===== src/ltma_pkg.sv =====
`timescale 1ns / 1ps

package ltma_pkg;

   // field and register widths
   localparam int DATA_W    = 16;
   localparam int CSR_IDX_W = 4;

   // configuration register indexes
   localparam logic [CSR_IDX_W-1:0] CSR_JUMP_LIMIT = 4'd0;
   localparam logic [CSR_IDX_W-1:0] CSR_MIN_SEED   = 4'd1;

   // configuration reset values
   localparam logic [DATA_W-1:0] JUMP_LIMIT_RESET = 16'd800;
   localparam logic [DATA_W-1:0] MIN_SEED_RESET   = 16'd16000;

   // sequencer states
   typedef enum logic [2:0] {
      ST_IDLE,
      ST_SCAN,
      ST_TRIM,
      ST_DIV,
      ST_DONE
   } state_type;

   // divider status toward the sequencer
   typedef struct packed {
      logic busy;
      logic done;
   } div_status_type;

endpackage


===== src/ltma_cell.sv =====
`timescale 1ns / 1ps

module ltma_cell
   import ltma_pkg::*;
(
   input  logic              clock,
   input  logic              reset,
   input  logic              shift_en,
   input  logic [DATA_W-1:0] data_in,
   output logic [DATA_W-1:0] data_out
);

   logic [DATA_W-1:0] data_ff;
   logic [DATA_W-1:0] data_in_w;

   // hold the entry, or take the neighbor's one
   assign data_in_w = shift_en ? data_in : data_ff;

   always_ff @(posedge clock) begin
      if (reset) begin
         data_ff <= '0;
      end else begin
         data_ff <= data_in_w;
      end
   end

   assign data_out = data_ff;

endmodule


===== src/ltma_scan.sv =====
`timescale 1ns / 1ps

module ltma_scan
   import ltma_pkg::*;
#(
   parameter int WINDOW = 10
)
(
   input  logic                                 clock,
   input  logic                                 clear,
   input  logic                                 step,
   input  logic [DATA_W-1:0]                    seed,
   input  logic [DATA_W-1:0]                    value,
   output logic [DATA_W+$clog2(WINDOW)-1:0]     sum,
   output logic [DATA_W-1:0]                    max_val,
   output logic [DATA_W-1:0]                    min_val
);

   localparam int SUM_W = DATA_W + $clog2(WINDOW);

   logic [SUM_W-1:0]  sum_ff, sum_in;
   logic [DATA_W-1:0] max_ff, max_in;
   logic [DATA_W-1:0] min_ff, min_in;

   always_comb begin
      sum_in = sum_ff;
      max_in = max_ff;
      min_in = min_ff;
      if (clear) begin
         sum_in = '0;
         max_in = '0;
         min_in = seed;
      end else if (step) begin
         sum_in = sum_ff + SUM_W'(value);
         if (value > max_ff) begin
            max_in = value;
         end
         if (value < min_ff) begin
            min_in = value;
         end
      end
   end

   always_ff @(posedge clock) begin
      sum_ff <= sum_in;
      max_ff <= max_in;
      min_ff <= min_in;
   end

   assign sum     = sum_ff;
   assign max_val = max_ff;
   assign min_val = min_ff;

endmodule


===== src/ltma_div.sv =====
`timescale 1ns / 1ps

module ltma_div
   import ltma_pkg::*;
#(
   parameter int WINDOW = 10
)
(
   input  logic                                clock,
   input  logic                                reset,
   input  logic                                start,
   input  logic [DATA_W+$clog2(WINDOW):0]      dividend,
   output div_status_type                      status,
   output logic [DATA_W-1:0]                   quotient
);

   localparam int SUM_W  = DATA_W + $clog2(WINDOW);
   localparam int DIV_W  = $clog2(WINDOW - 1);
   localparam int T_W    = DIV_W + 2;
   localparam int STEPS  = DATA_W / 2;
   localparam int CNT_W  = $clog2(STEPS);
   localparam logic [SUM_W-1:0] D_SUM = SUM_W'(WINDOW - 2);
   localparam logic [T_W-1:0]   D1    = T_W'(WINDOW - 2);
   localparam logic [T_W-1:0]   D2    = T_W'(2 * (WINDOW - 2));
   localparam logic [T_W-1:0]   D3    = T_W'(3 * (WINDOW - 2));
   localparam logic [CNT_W-1:0] LAST  = CNT_W'(STEPS - 1);

   logic              busy_ff, busy_in;
   logic              done_ff, done_in;
   logic              sat_ff, sat_in;
   logic              neg_ff, neg_in;
   logic [CNT_W-1:0]  cnt_ff, cnt_in;
   logic [T_W-1:0]    rem_ff, rem_in;
   logic [DATA_W-1:0] low_ff, low_in;
   logic [DATA_W-1:0] quo_ff, quo_in;

   logic [SUM_W-1:0]  top_ext;
   logic [T_W-1:0]    trial;
   logic [1:0]        digit;
   logic [T_W-1:0]    rem_next;

   assign top_ext = SUM_W'(dividend[SUM_W-1:DATA_W]);

   // radix-4 digit: partial remainder times four plus the next two bits
   always_comb begin
      trial = {rem_ff[T_W-3:0], low_ff[DATA_W-1:DATA_W-2]};
      if (trial >= D3) begin
         digit    = 2'd3;
         rem_next = trial - D3;
      end else if (trial >= D2) begin
         digit    = 2'd2;
         rem_next = trial - D2;
      end else if (trial >= D1) begin
         digit    = 2'd1;
         rem_next = trial - D1;
      end else begin
         digit    = 2'd0;
         rem_next = trial;
      end
   end

   always_comb begin
      busy_in = busy_ff;
      done_in = done_ff;
      sat_in  = sat_ff;
      neg_in  = neg_ff;
      cnt_in  = cnt_ff;
      rem_in  = rem_ff;
      low_in  = low_ff;
      quo_in  = quo_ff;
      if (start) begin
         busy_in = 1'b1;
         done_in = 1'b0;
         neg_in  = dividend[SUM_W];
         // upper part at or above the divisor means a quotient past 16 bits
         sat_in  = top_ext >= D_SUM;
         cnt_in  = '0;
         rem_in  = T_W'(dividend[SUM_W-1:DATA_W]);
         low_in  = dividend[DATA_W-1:0];
         quo_in  = '0;
      end else if (busy_ff) begin
         rem_in = rem_next;
         low_in = {low_ff[DATA_W-3:0], 2'b00};
         quo_in = {quo_ff[DATA_W-3:0], digit};
         cnt_in = cnt_ff + 1'b1;
         if (cnt_ff == LAST) begin
            busy_in = 1'b0;
            done_in = 1'b1;
         end
      end
   end

   always_ff @(posedge clock) begin
      if (reset) begin
         busy_ff <= 1'b0;
         done_ff <= 1'b0;
      end else begin
         busy_ff <= busy_in;
         done_ff <= done_in;
      end
   end

   always_ff @(posedge clock) begin
      sat_ff <= sat_in;
      neg_ff <= neg_in;
      cnt_ff <= cnt_in;
      rem_ff <= rem_in;
      low_ff <= low_in;
      quo_ff <= quo_in;
   end

   always_comb begin
      if (neg_ff) begin
         quotient = '0;
      end else if (sat_ff) begin
         quotient = '1;
      end else begin
         quotient = quo_ff;
      end
   end

   assign status.busy = busy_ff;
   assign status.done = done_ff;

endmodule


===== src/limit_then_trimmed_moving_average_unit.sv =====
`timescale 1ns / 1ps

// Spike-limited, trimmed moving-average filter for distance samples in 1/16 cm
// units. Each sample is first checked against the last accepted value: a jump
// larger than the jump limit register is replaced by that last value (any sample
// is accepted while the last value is zero). The chosen value enters a window of
// WINDOW entries held in a row of shift cells. The window is then rotated once
// around the row, one cell per cycle, while a scan unit collects the sum, maximum
// (starting at 0) and minimum (starting at min_seed). Sum minus maximum minus
// minimum is divided by WINDOW-2 in a radix-4 divider, two quotient bits a
// cycle, and saturated to 0..65535. From its transfer on req to its result in
// the output register, an item passes the rotation of the cell row and then
// the eight divider steps; a new sample is taken only once the previous one
// has left the divider. A finished result waits in the output register while
// the next sample is taken. Configuration writes on csr are taken at any time
// and must be issued only while the unit is idle.
module limit_then_trimmed_moving_average_unit
   import ltma_pkg::*;
#(
   parameter int WINDOW = 10
)
(
   input  logic                 clock,
   input  logic                 reset,
   // sample input
   input  logic                 req_tvalid,
   output logic                 req_tready,
   input  logic [15:0]          req_tdata,   // [15:0] sample
   // filtered output
   output logic                 rsp_tvalid,
   input  logic                 rsp_tready,
   output logic [15:0]          rsp_tdata,   // [15:0] filtered
   // register writes
   input  logic                 csr_valid,
   output logic                 csr_ready,
   input  logic [CSR_IDX_W-1:0] csr_index,
   input  logic [DATA_W-1:0]    csr_data
);

   localparam int SUM_W = DATA_W + $clog2(WINDOW);
   localparam int CNT_W = $clog2(WINDOW);
   localparam logic [CNT_W-1:0] SCAN_LAST = CNT_W'(WINDOW - 1);

   // configuration registers
   logic [DATA_W-1:0] jump_limit_ff, jump_limit_in;
   logic [DATA_W-1:0] min_seed_ff, min_seed_in;

   // spike limiter
   logic [DATA_W-1:0] last_ff, last_in;
   logic [DATA_W-1:0] jump;
   logic [DATA_W-1:0] chosen;

   // sequencer
   state_type        state_ff, state_in;
   logic [CNT_W-1:0] scan_cnt_ff, scan_cnt_in;
   logic             req_xfer;
   logic             shift_en;
   logic             scan_clear;
   logic             scan_step;
   logic             div_start;
   logic             load_out;

   // cell row
   logic [DATA_W-1:0] cell_q [WINDOW];
   logic [DATA_W-1:0] row_in;

   // scan and divide
   logic [SUM_W-1:0]  scan_sum;
   logic [DATA_W-1:0] scan_max;
   logic [DATA_W-1:0] scan_min;
   logic [SUM_W:0]    trimmed;
   div_status_type    div_status;
   logic [DATA_W-1:0] div_quo;

   // output register
   logic              rsp_valid_ff, rsp_valid_in;
   logic [DATA_W-1:0] rsp_data_ff, rsp_data_in;

   assign csr_ready  = 1'b1;
   assign req_xfer   = req_tvalid && req_tready;

   //------------------------------------------------------------------
   // configuration writes, unknown indexes are dropped
   //------------------------------------------------------------------
   always_comb begin
      jump_limit_in = jump_limit_ff;
      min_seed_in   = min_seed_ff;
      if (csr_valid && csr_ready) begin
         case (csr_index)
            CSR_JUMP_LIMIT: jump_limit_in = csr_data;
            CSR_MIN_SEED:   min_seed_in   = csr_data;
            default: ;
         endcase
      end
   end

   always_ff @(posedge clock) begin
      if (reset) begin
         jump_limit_ff <= JUMP_LIMIT_RESET;
         min_seed_ff   <= MIN_SEED_RESET;
      end else begin
         jump_limit_ff <= jump_limit_in;
         min_seed_ff   <= min_seed_in;
      end
   end

   //------------------------------------------------------------------
   // spike limiter: a jump equal to the limit still passes
   //------------------------------------------------------------------
   assign jump = (req_tdata >= last_ff) ? (req_tdata - last_ff) : (last_ff - req_tdata);

   always_comb begin
      chosen  = req_tdata;
      last_in = last_ff;
      if (req_xfer) begin
         if (last_ff != '0 && jump > jump_limit_ff) begin
            chosen = last_ff;
         end else begin
            last_in = req_tdata;
         end
      end
   end

   always_ff @(posedge clock) begin
      if (reset) begin
         last_ff <= '0;
      end else begin
         last_ff <= last_in;
      end
   end

   //------------------------------------------------------------------
   // sequencer
   //------------------------------------------------------------------
   always_comb begin
      state_in = state_ff;
      case (state_ff)
         ST_IDLE: if (req_xfer) begin
            state_in = ST_SCAN;
         end
         ST_SCAN: if (scan_cnt_ff == SCAN_LAST) begin
            state_in = ST_TRIM;
         end
         ST_TRIM: state_in = ST_DIV;
         ST_DIV: if (div_status.done) begin
            state_in = ST_DONE;
         end
         ST_DONE: if (!rsp_valid_ff || rsp_tready) begin
            state_in = ST_IDLE;
         end
         default: state_in = ST_IDLE;
      endcase
   end

   always_comb begin
      req_tready  = 1'b0;
      scan_clear  = 1'b0;
      scan_step   = 1'b0;
      div_start   = 1'b0;
      load_out    = 1'b0;
      scan_cnt_in = scan_cnt_ff;
      case (state_ff)
         ST_IDLE: begin
            req_tready  = 1'b1;
            scan_clear  = req_xfer;
            scan_cnt_in = '0;
         end
         ST_SCAN: begin
            scan_step   = 1'b1;
            scan_cnt_in = scan_cnt_ff + 1'b1;
         end
         ST_TRIM: div_start = 1'b1;
         ST_DIV: ;
         ST_DONE: load_out = !rsp_valid_ff || rsp_tready;
         default: ;
      endcase
   end

   always_ff @(posedge clock) begin
      if (reset) begin
         state_ff    <= ST_IDLE;
         scan_cnt_ff <= '0;
      end else begin
         state_ff    <= state_in;
         scan_cnt_ff <= scan_cnt_in;
      end
   end

   //------------------------------------------------------------------
   // cell row: new entry shifts in on a transfer, then the row rotates
   // once so every entry passes the tail exactly once
   //------------------------------------------------------------------
   assign shift_en = req_xfer || scan_step;
   assign row_in   = (state_ff == ST_IDLE) ? chosen : cell_q[WINDOW-1];

   for (genvar k = 0; k < WINDOW; k++) begin : g_cell
      ltma_cell u_cell (
         .clock    (clock),
         .reset    (reset),
         .shift_en (shift_en),
         .data_in  ((k == 0) ? row_in : cell_q[(k == 0) ? 0 : k-1]),
         .data_out (cell_q[k])
      );
   end

   ltma_scan #(
      .WINDOW (WINDOW)
   ) u_scan (
      .clock   (clock),
      .clear   (scan_clear),
      .step    (scan_step),
      .seed    (min_seed_ff),
      .value   (cell_q[WINDOW-1]),
      .sum     (scan_sum),
      .max_val (scan_max),
      .min_val (scan_min)
   );

   // trimmed sum, top bit set when it went below zero
   assign trimmed = {1'b0, scan_sum} - (SUM_W+1)'(scan_max) - (SUM_W+1)'(scan_min);

   ltma_div #(
      .WINDOW (WINDOW)
   ) u_div (
      .clock    (clock),
      .reset    (reset),
      .start    (div_start),
      .dividend (trimmed),
      .status   (div_status),
      .quotient (div_quo)
   );

   //------------------------------------------------------------------
   // output register
   //------------------------------------------------------------------
   always_comb begin
      rsp_valid_in = rsp_valid_ff;
      rsp_data_in  = rsp_data_ff;
      if (rsp_valid_ff && rsp_tready) begin
         rsp_valid_in = 1'b0;
      end
      if (load_out) begin
         rsp_valid_in = 1'b1;
         rsp_data_in  = div_quo;
      end
   end

   always_ff @(posedge clock) begin
      if (reset) begin
         rsp_valid_ff <= 1'b0;
      end else begin
         rsp_valid_ff <= rsp_valid_in;
      end
   end

   always_ff @(posedge clock) begin
      rsp_data_ff <= rsp_data_in;
   end

   assign rsp_tvalid = rsp_valid_ff;
   assign rsp_tdata  = rsp_data_ff;

   //------------------------------------------------------------------
   // checks
   //------------------------------------------------------------------
   // a sample transfer always starts a rotation of the cell row
   assert property (@(posedge clock) disable iff (reset)
      req_xfer |=> state_ff == ST_SCAN)
      else $error("sample transfer did not start the window scan");

   // the divider never runs while the row is being scanned
   assert property (@(posedge clock) disable iff (reset)
      state_ff == ST_SCAN |-> !div_status.busy)
      else $error("divider busy during window scan");

   // a finished quotient moves on to the output stage
   assert property (@(posedge clock) disable iff (reset)
      (state_ff == ST_DIV && div_status.done) |=> state_ff == ST_DONE)
      else $error("divider result not picked up");

   // a new result appears only when loaded from the done state
   assert property (@(posedge clock) disable iff (reset)
      $rose(rsp_valid_ff) |-> $past(state_ff) == ST_DONE)
      else $error("result appeared outside the done state");

endmodule

===== config.mk =====
export PLATFORM = sky130hd
export DESIGN_NAME = limit_then_trimmed_moving_average_unit
export DESIGN_NICKNAME = d
export VERILOG_FILES = /design/src/ltma_pkg.sv /design/src/ltma_cell.sv /design/src/ltma_scan.sv /design/src/ltma_div.sv /design/src/limit_then_trimmed_moving_average_unit.sv
export SDC_FILE = /design/constraint.sdc
export NUM_CORES = 1
export LEC_CHECK = 0
export BUFFER_PORTS_ARGS = -buffer_cell sky130_fd_sc_hd__buf_2
export CORE_MARGIN = 2
export CORE_UTILIZATION = 56
export CTS_CLUSTER_DIAMETER = 200
export DETAILED_ROUTE_END_ITERATION = 8
export PLACE_DENSITY = 0.73
export SLEW_MARGIN = 25
export SYNTH_ARGS = -nofsm -noshare
export SYNTH_HDL_FRONTEND = slang
export SYNTH_SLANG_ARGS = --single-unit

===== constraint.sdc =====
create_clock -name clock -period 8.99 [get_ports clock]
set_clock_uncertainty 0.1 [all_clocks]
set_input_delay 0.4495 -clock clock [delete_from_list [all_inputs] [get_ports clock]]
set_output_delay 0.4495 -clock clock [all_outputs]
set_load 0.02 [all_outputs]

-- After elaboration in Yosys (flattened, before gate mapping)
Index checks and enable logic that the tools add are counted.
W data, S select, Z words.
- flip-flop bits (word level): 327
- latch bits: 0
- RAM bits: 0
- memory bits (read-only): 0
- bits of input ports: 41
- output and inout port bits: 19
- logic and storage cells: 112
- memories: 0
- add/sub/neg operators: 10
- multipliers: 0
- div/mod/pow operators: 0
- order comparisons: 8
- equality and inequality tests: 11
- shift operators: 0
- multiplexer cells: 34
- bitwise logic cells: 0
- reductions and logical operators: 21
- operators with widths (operator ; number):
    $mux W16 ; 10
    $gt A16 B16 Y1 ; 2
    $sub A16 B16 Y16 ; 2
    $sub A20 B16 Y21 ; 1
    $sub A21 B16 Y21 ; 1
    $add A20 B16 Y20 ; 1
    $mux W4 ; 5
    $ge A16 B16 Y1 ; 1
    $lt A16 B16 Y1 ; 1
    $reduce_bool A16 Y1 ; 1
    $pmux W3 S5 ; 1
    $ge A6 B5 Y1 const B ; 2
    $mux W3 ; 4
    $mux W1 ; 11
    $reduce_and A2 Y1 ; 5
    $reduce_bool A2 Y1 ; 5
    $pmux W4 S2 ; 1
    $sub A4 B4 Y4 const B ; 2
    $eq A3 B2 Y1 const B ; 2
    $eq A3 B3 Y1 const B ; 2
    $ge A6 B4 Y1 const B ; 1
    $ne A2 B2 Y1 const B ; 3
    $add A4 B1 Y4 const B ; 1
    $eq A4 B1 Y1 const B ; 1
    14 further kinds ; 18

-- Logic depth before layout (Yosys ltp)
- depth after elaboration: 7
- gate-level depth with buffers: 24
- mapped depth without buffers: 21

-- Hierarchy
From an unflattened synthesis, not the netlist that was laid out.
- cells, all modules: 1873
- area total of the unflattened synthesis: 17744.5 um^2
- by module, submodules not included (module ; times used ; cells an instance ; area an instance (um^2) ; seq. area each (um^2)):
    limit_then_trimmed_moving_average_unit ; 1 ; 768 ; 6276.0 ; 1601.5
    ltma_cell ; 10 ; 52 ; 580.6 ; 320.3
    ltma_scan ; 1 ; 425 ; 3756.1 ; 1201.2
    ltma_div ; 1 ; 160 ; 1906.8 ; 1081.0

-- Worst setup path after synthesis
Ideal clock, no wire load.
- path type: input to register
- start point: input req_tdata[11]
- end point: register g_cell[0].u_cell.data_ff[0]
- library setup time: 0.117 ns
- arrival: 4.471 ns
- data required time: 8.773 ns
- setup slack: 4.302 ns
- cell stages on the path: 21
- buffers on the path: 4
- cells stage by stage: inv_1 > ha_1 > buf_6 > a21oi_2 > o21ai_1 > or4_1 > o221a_1 > buf_6 > mux2_4 > a221o_1 > xor2_1 > ha_1 > and4_1 > nand2_1 > o21bai_1 > a31oi_2 > and2_1 > clkbuf_1 > buf_2 > o211ai_1 > a32o_1
- longest elaborated chain between the ends: 7
- elaborated cells between the ends (all ways): 9
- classes of those cells: add/sub (2); order compare (2); mux (4); reduce/logical (1)
- ends and longest elaborated chain (what ; RTL line ; RTL):
    from (decl) ; limit_then_trimmed_moving_average_unit.sv:28 ; input logic [15:0] req_tdata,
    $sub A16 B16 Y16 or $ge A16 B16 Y1 (tied branches) ; limit_then_trimmed_moving_average_unit.sv:110 ; assign jump = (req_tdata >= last_ff) ? (req_tdata - last_ff) : (last_ff - req_tdata);
    $mux W16 (*) ; limit_then_trimmed_moving_average_unit.sv:110 ;
    $gt A16 B16 Y1 (*) ; limit_then_trimmed_moving_average_unit.sv:116 ; if (last_ff != '0 && jump > jump_limit_ff) begin
    $logic_and A1 B1 Y1 (*) ; limit_then_trimmed_moving_average_unit.sv:116 ;
    $mux W16 (*) ; -- ;
    $mux W16 (*) ; limit_then_trimmed_moving_average_unit.sv:115 ; if (req_xfer) begin
    $mux W16 (*) ; limit_then_trimmed_moving_average_unit.sv:194 ; assign row_in = (state_ff == ST_IDLE) ? chosen : cell_q[WINDOW-1];
    to (signal assigned) ; ltma_cell.sv:23 ; data_ff <= data_in_w;
    to (decl) ; ltma_cell.sv:13 ; logic [DATA_W-1:0] data_ff;
Every way passes the cells marked *; elsewhere a longest branch is shown, timed or not.
A chain may end at the register's enable or synchronous reset.

-- Worst setup path after layout
- start point: register last_ff[0]
- end point: register g_cell[0].u_cell.data_ff[1]
- longest elaborated chain between the ends: 7
- elaborated cells between the ends (all ways): 10
- classes of those cells: add/sub (2); order compare (2); mux (4); reduce/logical (2)
- ends and longest elaborated chain (what ; RTL line ; RTL):
    from (decl) ; limit_then_trimmed_moving_average_unit.sv:49 ; logic [DATA_W-1:0] last_ff, last_in;
    from (signal assigned) ; limit_then_trimmed_moving_average_unit.sv:128 ; last_ff <= last_in;
    $sub A16 B16 Y16 or $ge A16 B16 Y1 (tied branches) ; limit_then_trimmed_moving_average_unit.sv:110 ;
    $mux W16 ; limit_then_trimmed_moving_average_unit.sv:110 ;
    $gt A16 B16 Y1 ; limit_then_trimmed_moving_average_unit.sv:116 ;
    $logic_and A1 B1 Y1 (*) ; limit_then_trimmed_moving_average_unit.sv:116 ;
    $mux W16 (*) ; -- ;
    $mux W16 (*) ; limit_then_trimmed_moving_average_unit.sv:115 ;
    $mux W16 (*) ; limit_then_trimmed_moving_average_unit.sv:194 ;
Marked as above.

==> impl_table.tex <==
\begin{tabular}{lr}
\hline
Metric & Value \\
\hline
\multicolumn{2}{l}{\textbf{CTS}} \\
Maximum buffer depth of the clock tree & 3 \\
Clock-pin slew reported for the worst setup and hold paths after clock tree synthesis & 60 ps \\
Total number of H-tree levels & 2 \\
Clk root buf & clkbuf\_16 \\
CTS sink cnt & 327 \\
Setup repair bufs after CTS & 0 \\
Clock tree from TritonCTS & done \\
Post-cts gate resize count & 0 \\
Number of buffers created by CTS & 35 \\
Hold buffer count at CTS & 0 \\
Clock latency reported for the late side of the worst-skew pair & 520 ps \\
\multicolumn{2}{l}{\textbf{Routing}} \\
Final Routed Wirelength & 36,700 um \\
WL/cell & approximately 15 um \\
Antenna viol nets, final & 0 \\
Vias per inst & about 5.6 \\
First DRT Iteration DRCs & 977 \\
Total number of vias & 13,287 \\
Post-route DRC violation count & 0 \\
Detailed-routing iteration count for the pre-antenna-repair pass & 6 \\
\multicolumn{2}{l}{\textbf{Synth}} \\
Main area contributors after synthesis & dfxtp\_1 33\%, nand2\_1 10\%, edfxtp\_1 9.8\% \\
Number of instances in the synthesized netlist & 1,975 \\
Synth Register Bits & 327 \\
Most frequently used cell type in the post-synthesis netlist & nand2\_1 \\
Syn Std Cell Area & 16,600 um2 \\
Most numerous cell types in the synthesized netlist & 462 x nand2\_1, 273 x dfxtp\_1, 234 x a21oi\_1, 125 x nor2\_1, 117 x ha\_1 \\
Sequential element share of the synthesized area & 42.7\% \\
Synth unique cells & 61 \\
Number of flops mapped to enable cells by yosys & 54 \\
Cell accounting for the most synthesized area & dfxtp\_1 \\
Average size of a mapped cell & 8.40 um2 \\
Async set or reset register ratio after synthesis & 0\% \\
Net count after synthesis & approximately 2,200 \\
Count of yosys warnings during synthesis & 0 \\
Synth top area share & 32.9\% \\
Dominant synthesized flop cell & dfxtp\_1 \\
\multicolumn{2}{l}{\textbf{Worst setup path}} \\
Critical-path top delay cell & and2\_1 \\
Cell class contributing the biggest share of worst-path delay & compound AO/OA/AOI/OAI gates \\
Crit end category & flip-flop \\
Critical path arrival & 5750 ps \\
Required time of the worst setup path & 9300 ps \\
Max FO, Critical Path & 28 \\
Kind of launch point of the worst setup path & flip-flop \\
Count of buffer and inverter cells on the critical path & 3 \\
Category of the critical setup timing path & flip-flop to flip-flop \\
Series of cell instances along the critical path & ha\_1 > inv\_1 > fa\_1 > a21o\_1 > a22oi\_1 > a21oi\_1 > o221a\_1 > buf\_4 > o311ai\_0 > a211oi\_1 > xor2\_1 > ha\_1 > nand4\_1 > nor2\_1 > nand2\_1 > o21bai\_1 > a31oi\_2 > buf\_4 > and2\_1 > o211ai\_1 > a32o\_1 \\
Longest individual stage delay on the worst path & around 600 ps \\
\multicolumn{2}{l}{\textbf{Timing}} \\
Endpoints failing hold & 0 \\
Period utilisation layout & 60.6\% \\
Worst-case headroom to the max-slew limit & a little under a third \\
Unrepaired setup endpoints after global routing & false \\
Endpoints failing setup & 0 \\
Setup TNS after final layout & 0 ps \\
Achievable Freq & 184 MHz \\
Minimum period implied by the final worst setup slack & 5450 ps \\
Actual transition at the worst max-transition pin & 1020 ps \\
Final Slew Violations & 0 \\
\multicolumn{2}{l}{\textbf{Placed design}} \\
\# port buffers & 58 \\
HPWL after detailed placement & around 25,000 um \\
Routability cong. & 0.917 \\
\multicolumn{2}{l}{\textbf{Die}} \\
Number of primary I/O pins & 60 \\
Total Die Area & around 31,000 um2 \\
DIE WIDTH & $\sim$180 um \\
Initial standard-cell utilization of the core & 56.4\% \\
Placement row count & 63 \\
Die Y-Extent & roughly 180 um \\
CORE AREA & between 20,000 and 30,000 um2 \\
\multicolumn{2}{l}{\textbf{Flow run}} \\
Number of maximum-capacitance violations & 0 \\
\multicolumn{2}{l}{\textbf{Layout}} \\
Number of fillers in the final layout & 2,531 \\
Signed area change from the synthesized netlist to the final layout & 9.55\% \\
Multi-input gate area in the final layout & between 8000 and 9000 um2 \\
Number of diodes added for antenna fixing & 0 \\
NumNets Final & 2,144 \\
Layout cells sized above 1 & under 10\% \\
Register area & 7090 um2 \\
\multicolumn{2}{l}{\textbf{Global route}} \\
Vias in the first global route & approximately 12,000 \\
GRT Overall Usage & 23.5\% \\
Total global routing overflow & 0 \\
Maximum number of pins on one net before global-route repair & just over 100 \\
Antenna violations before repair & 0 \\
Wire length of the first global-routing pass & 60,200 um \\
\multicolumn{2}{l}{\textbf{Worst hold path}} \\
Min-delay worst type & input pin to flip-flop \\
\multicolumn{2}{l}{\textbf{Pwr}} \\
Total Power Consumption & 3770 uW \\
Power density over the cells & around 210 nW/um2 \\
Max VDD drop & around 0.00018 V \\
Pleak & 0.00749 uW \\
\multicolumn{2}{l}{\textbf{Status}} \\
Result of the run & completed \\
\hline
\end{tabular}
## per-layer routing
layer  vias up  track usage (%)  wire [um]
met1      6239             30.5      16500
met2       287             40.5      17500
met5         -                0          0
met3        64             3.38       1740
li1       6697                -          -
met4         0             7.30        950
## stage by stage
stage	std cells	hold slack (ps)	area, um2	util (%)	setup WS, ps
6_report	2383	85.1	18200	61.8	3540
3_5_place_dp	2320	344	17000	57.9	3320
4_1_cts	2383	66.4	18200	61.8	3540
2_1_floorplan	1975	332	16600	-	4300
3_3_place_gp	2320	339	17000	57.9	3450
5_1_grt	2383	78.6	18200	61.8	3140
## kinds of logic after synthesis
family                   synth area share, %
multiplexers                            3.42
AO/OA/AOI/OAI                           16.3
adder cells (fa/ha/maj)                 11.1
XOR/XNOR                                2.48
other                                 0.0226
flip-flops                              42.7
AND/OR/NAND/NOR                         18.6
buffers and inverters                   5.32
## worst reg2reg max path, delay by kind of cell (launching register included)
family	cells	cell delay, ps
simple gates	4	970
fa+ha+maj	3	880
compound gates	10	2290
buf+inv	3	540
xor+xnor	1	170
flops	1	410
## path summary, 6_finish.rpt
path	start	to	slack, ps	cells after the start
worst max-delay path	last_ff[0]	g_cell[0].u_cell.data_out[1]	3540	21
worst min-delay path	csr_data[11]	min_seed_ff[11]	90	3
worst max register to register	last_ff[0]	g_cell[0].u_cell.data_out[1]	3540	21
worst min register to register	g_cell[5].u_cell.data_out[12]	g_cell[6].u_cell.data_out[12]	350	2
## report_power, final
part           internal [uW]  leakage [uW]  switching, uW
sequential              1550       0.00272           42.4
clock                    859      0.000570            580
combinational            298       0.00420            446
total                   2700       0.00749           1070
## layout make-up
type	instances	area share, %
clock buffers	48	5.42
clock inverters	15	0.923
inverters	104	2.15
multi-input cells	1427	47.6
flip-flops and latches	327	39.0
well taps	390	2.69
repair buffers	72	2.21
## sequential cells by signal, summed over array words and instances (netlist names), 3 cells and up
signal and flops:
u_scan.sum 20, state_ff 3, u_div.quo_ff 16, rsp_tdata 16
u_div.cnt_ff 3, u_scan.max_val 16, jump_limit_ff 16, u_div.rem_ff 4
min_seed_ff 16, u_scan.min_val 16, scan_cnt_ff 4, g_cell.u_cell.data_out 160
last_ff 16, u_div.low_ff 16
## placed cells by master (no fill, tap or decap), types with 6 or more instances in the layout
master / n
a221o_1: 7
fa_1: 19
nor3_1: 15
clkbuf_8: 6
or3_1: 7
buf_2: 57
and2_1: 6
inv_1: 103
nand3_1: 53
dfxtp_1: 273
nand4_1: 13
edfxtp_1: 54
nor2b_1: 12
nor4_1: 7
a21oi_1: 234
ha_1: 117
o211ai_1: 14
mux2i_1: 53
a31oi_1: 10
xor2_1: 22
buf_4: 14
o31ai_1: 24
o21a_1: 10
xnor2_1: 25
o211a_1: 14
nand2_1: 461
nand2b_1: 11
o21ai_0: 59
a21o_1: 33
a211oi_1: 13
clkbuf_16: 35
o21bai_1: 6
clkbuf_1: 7
nor2_1: 123
(Power assumes the default switching activity.)
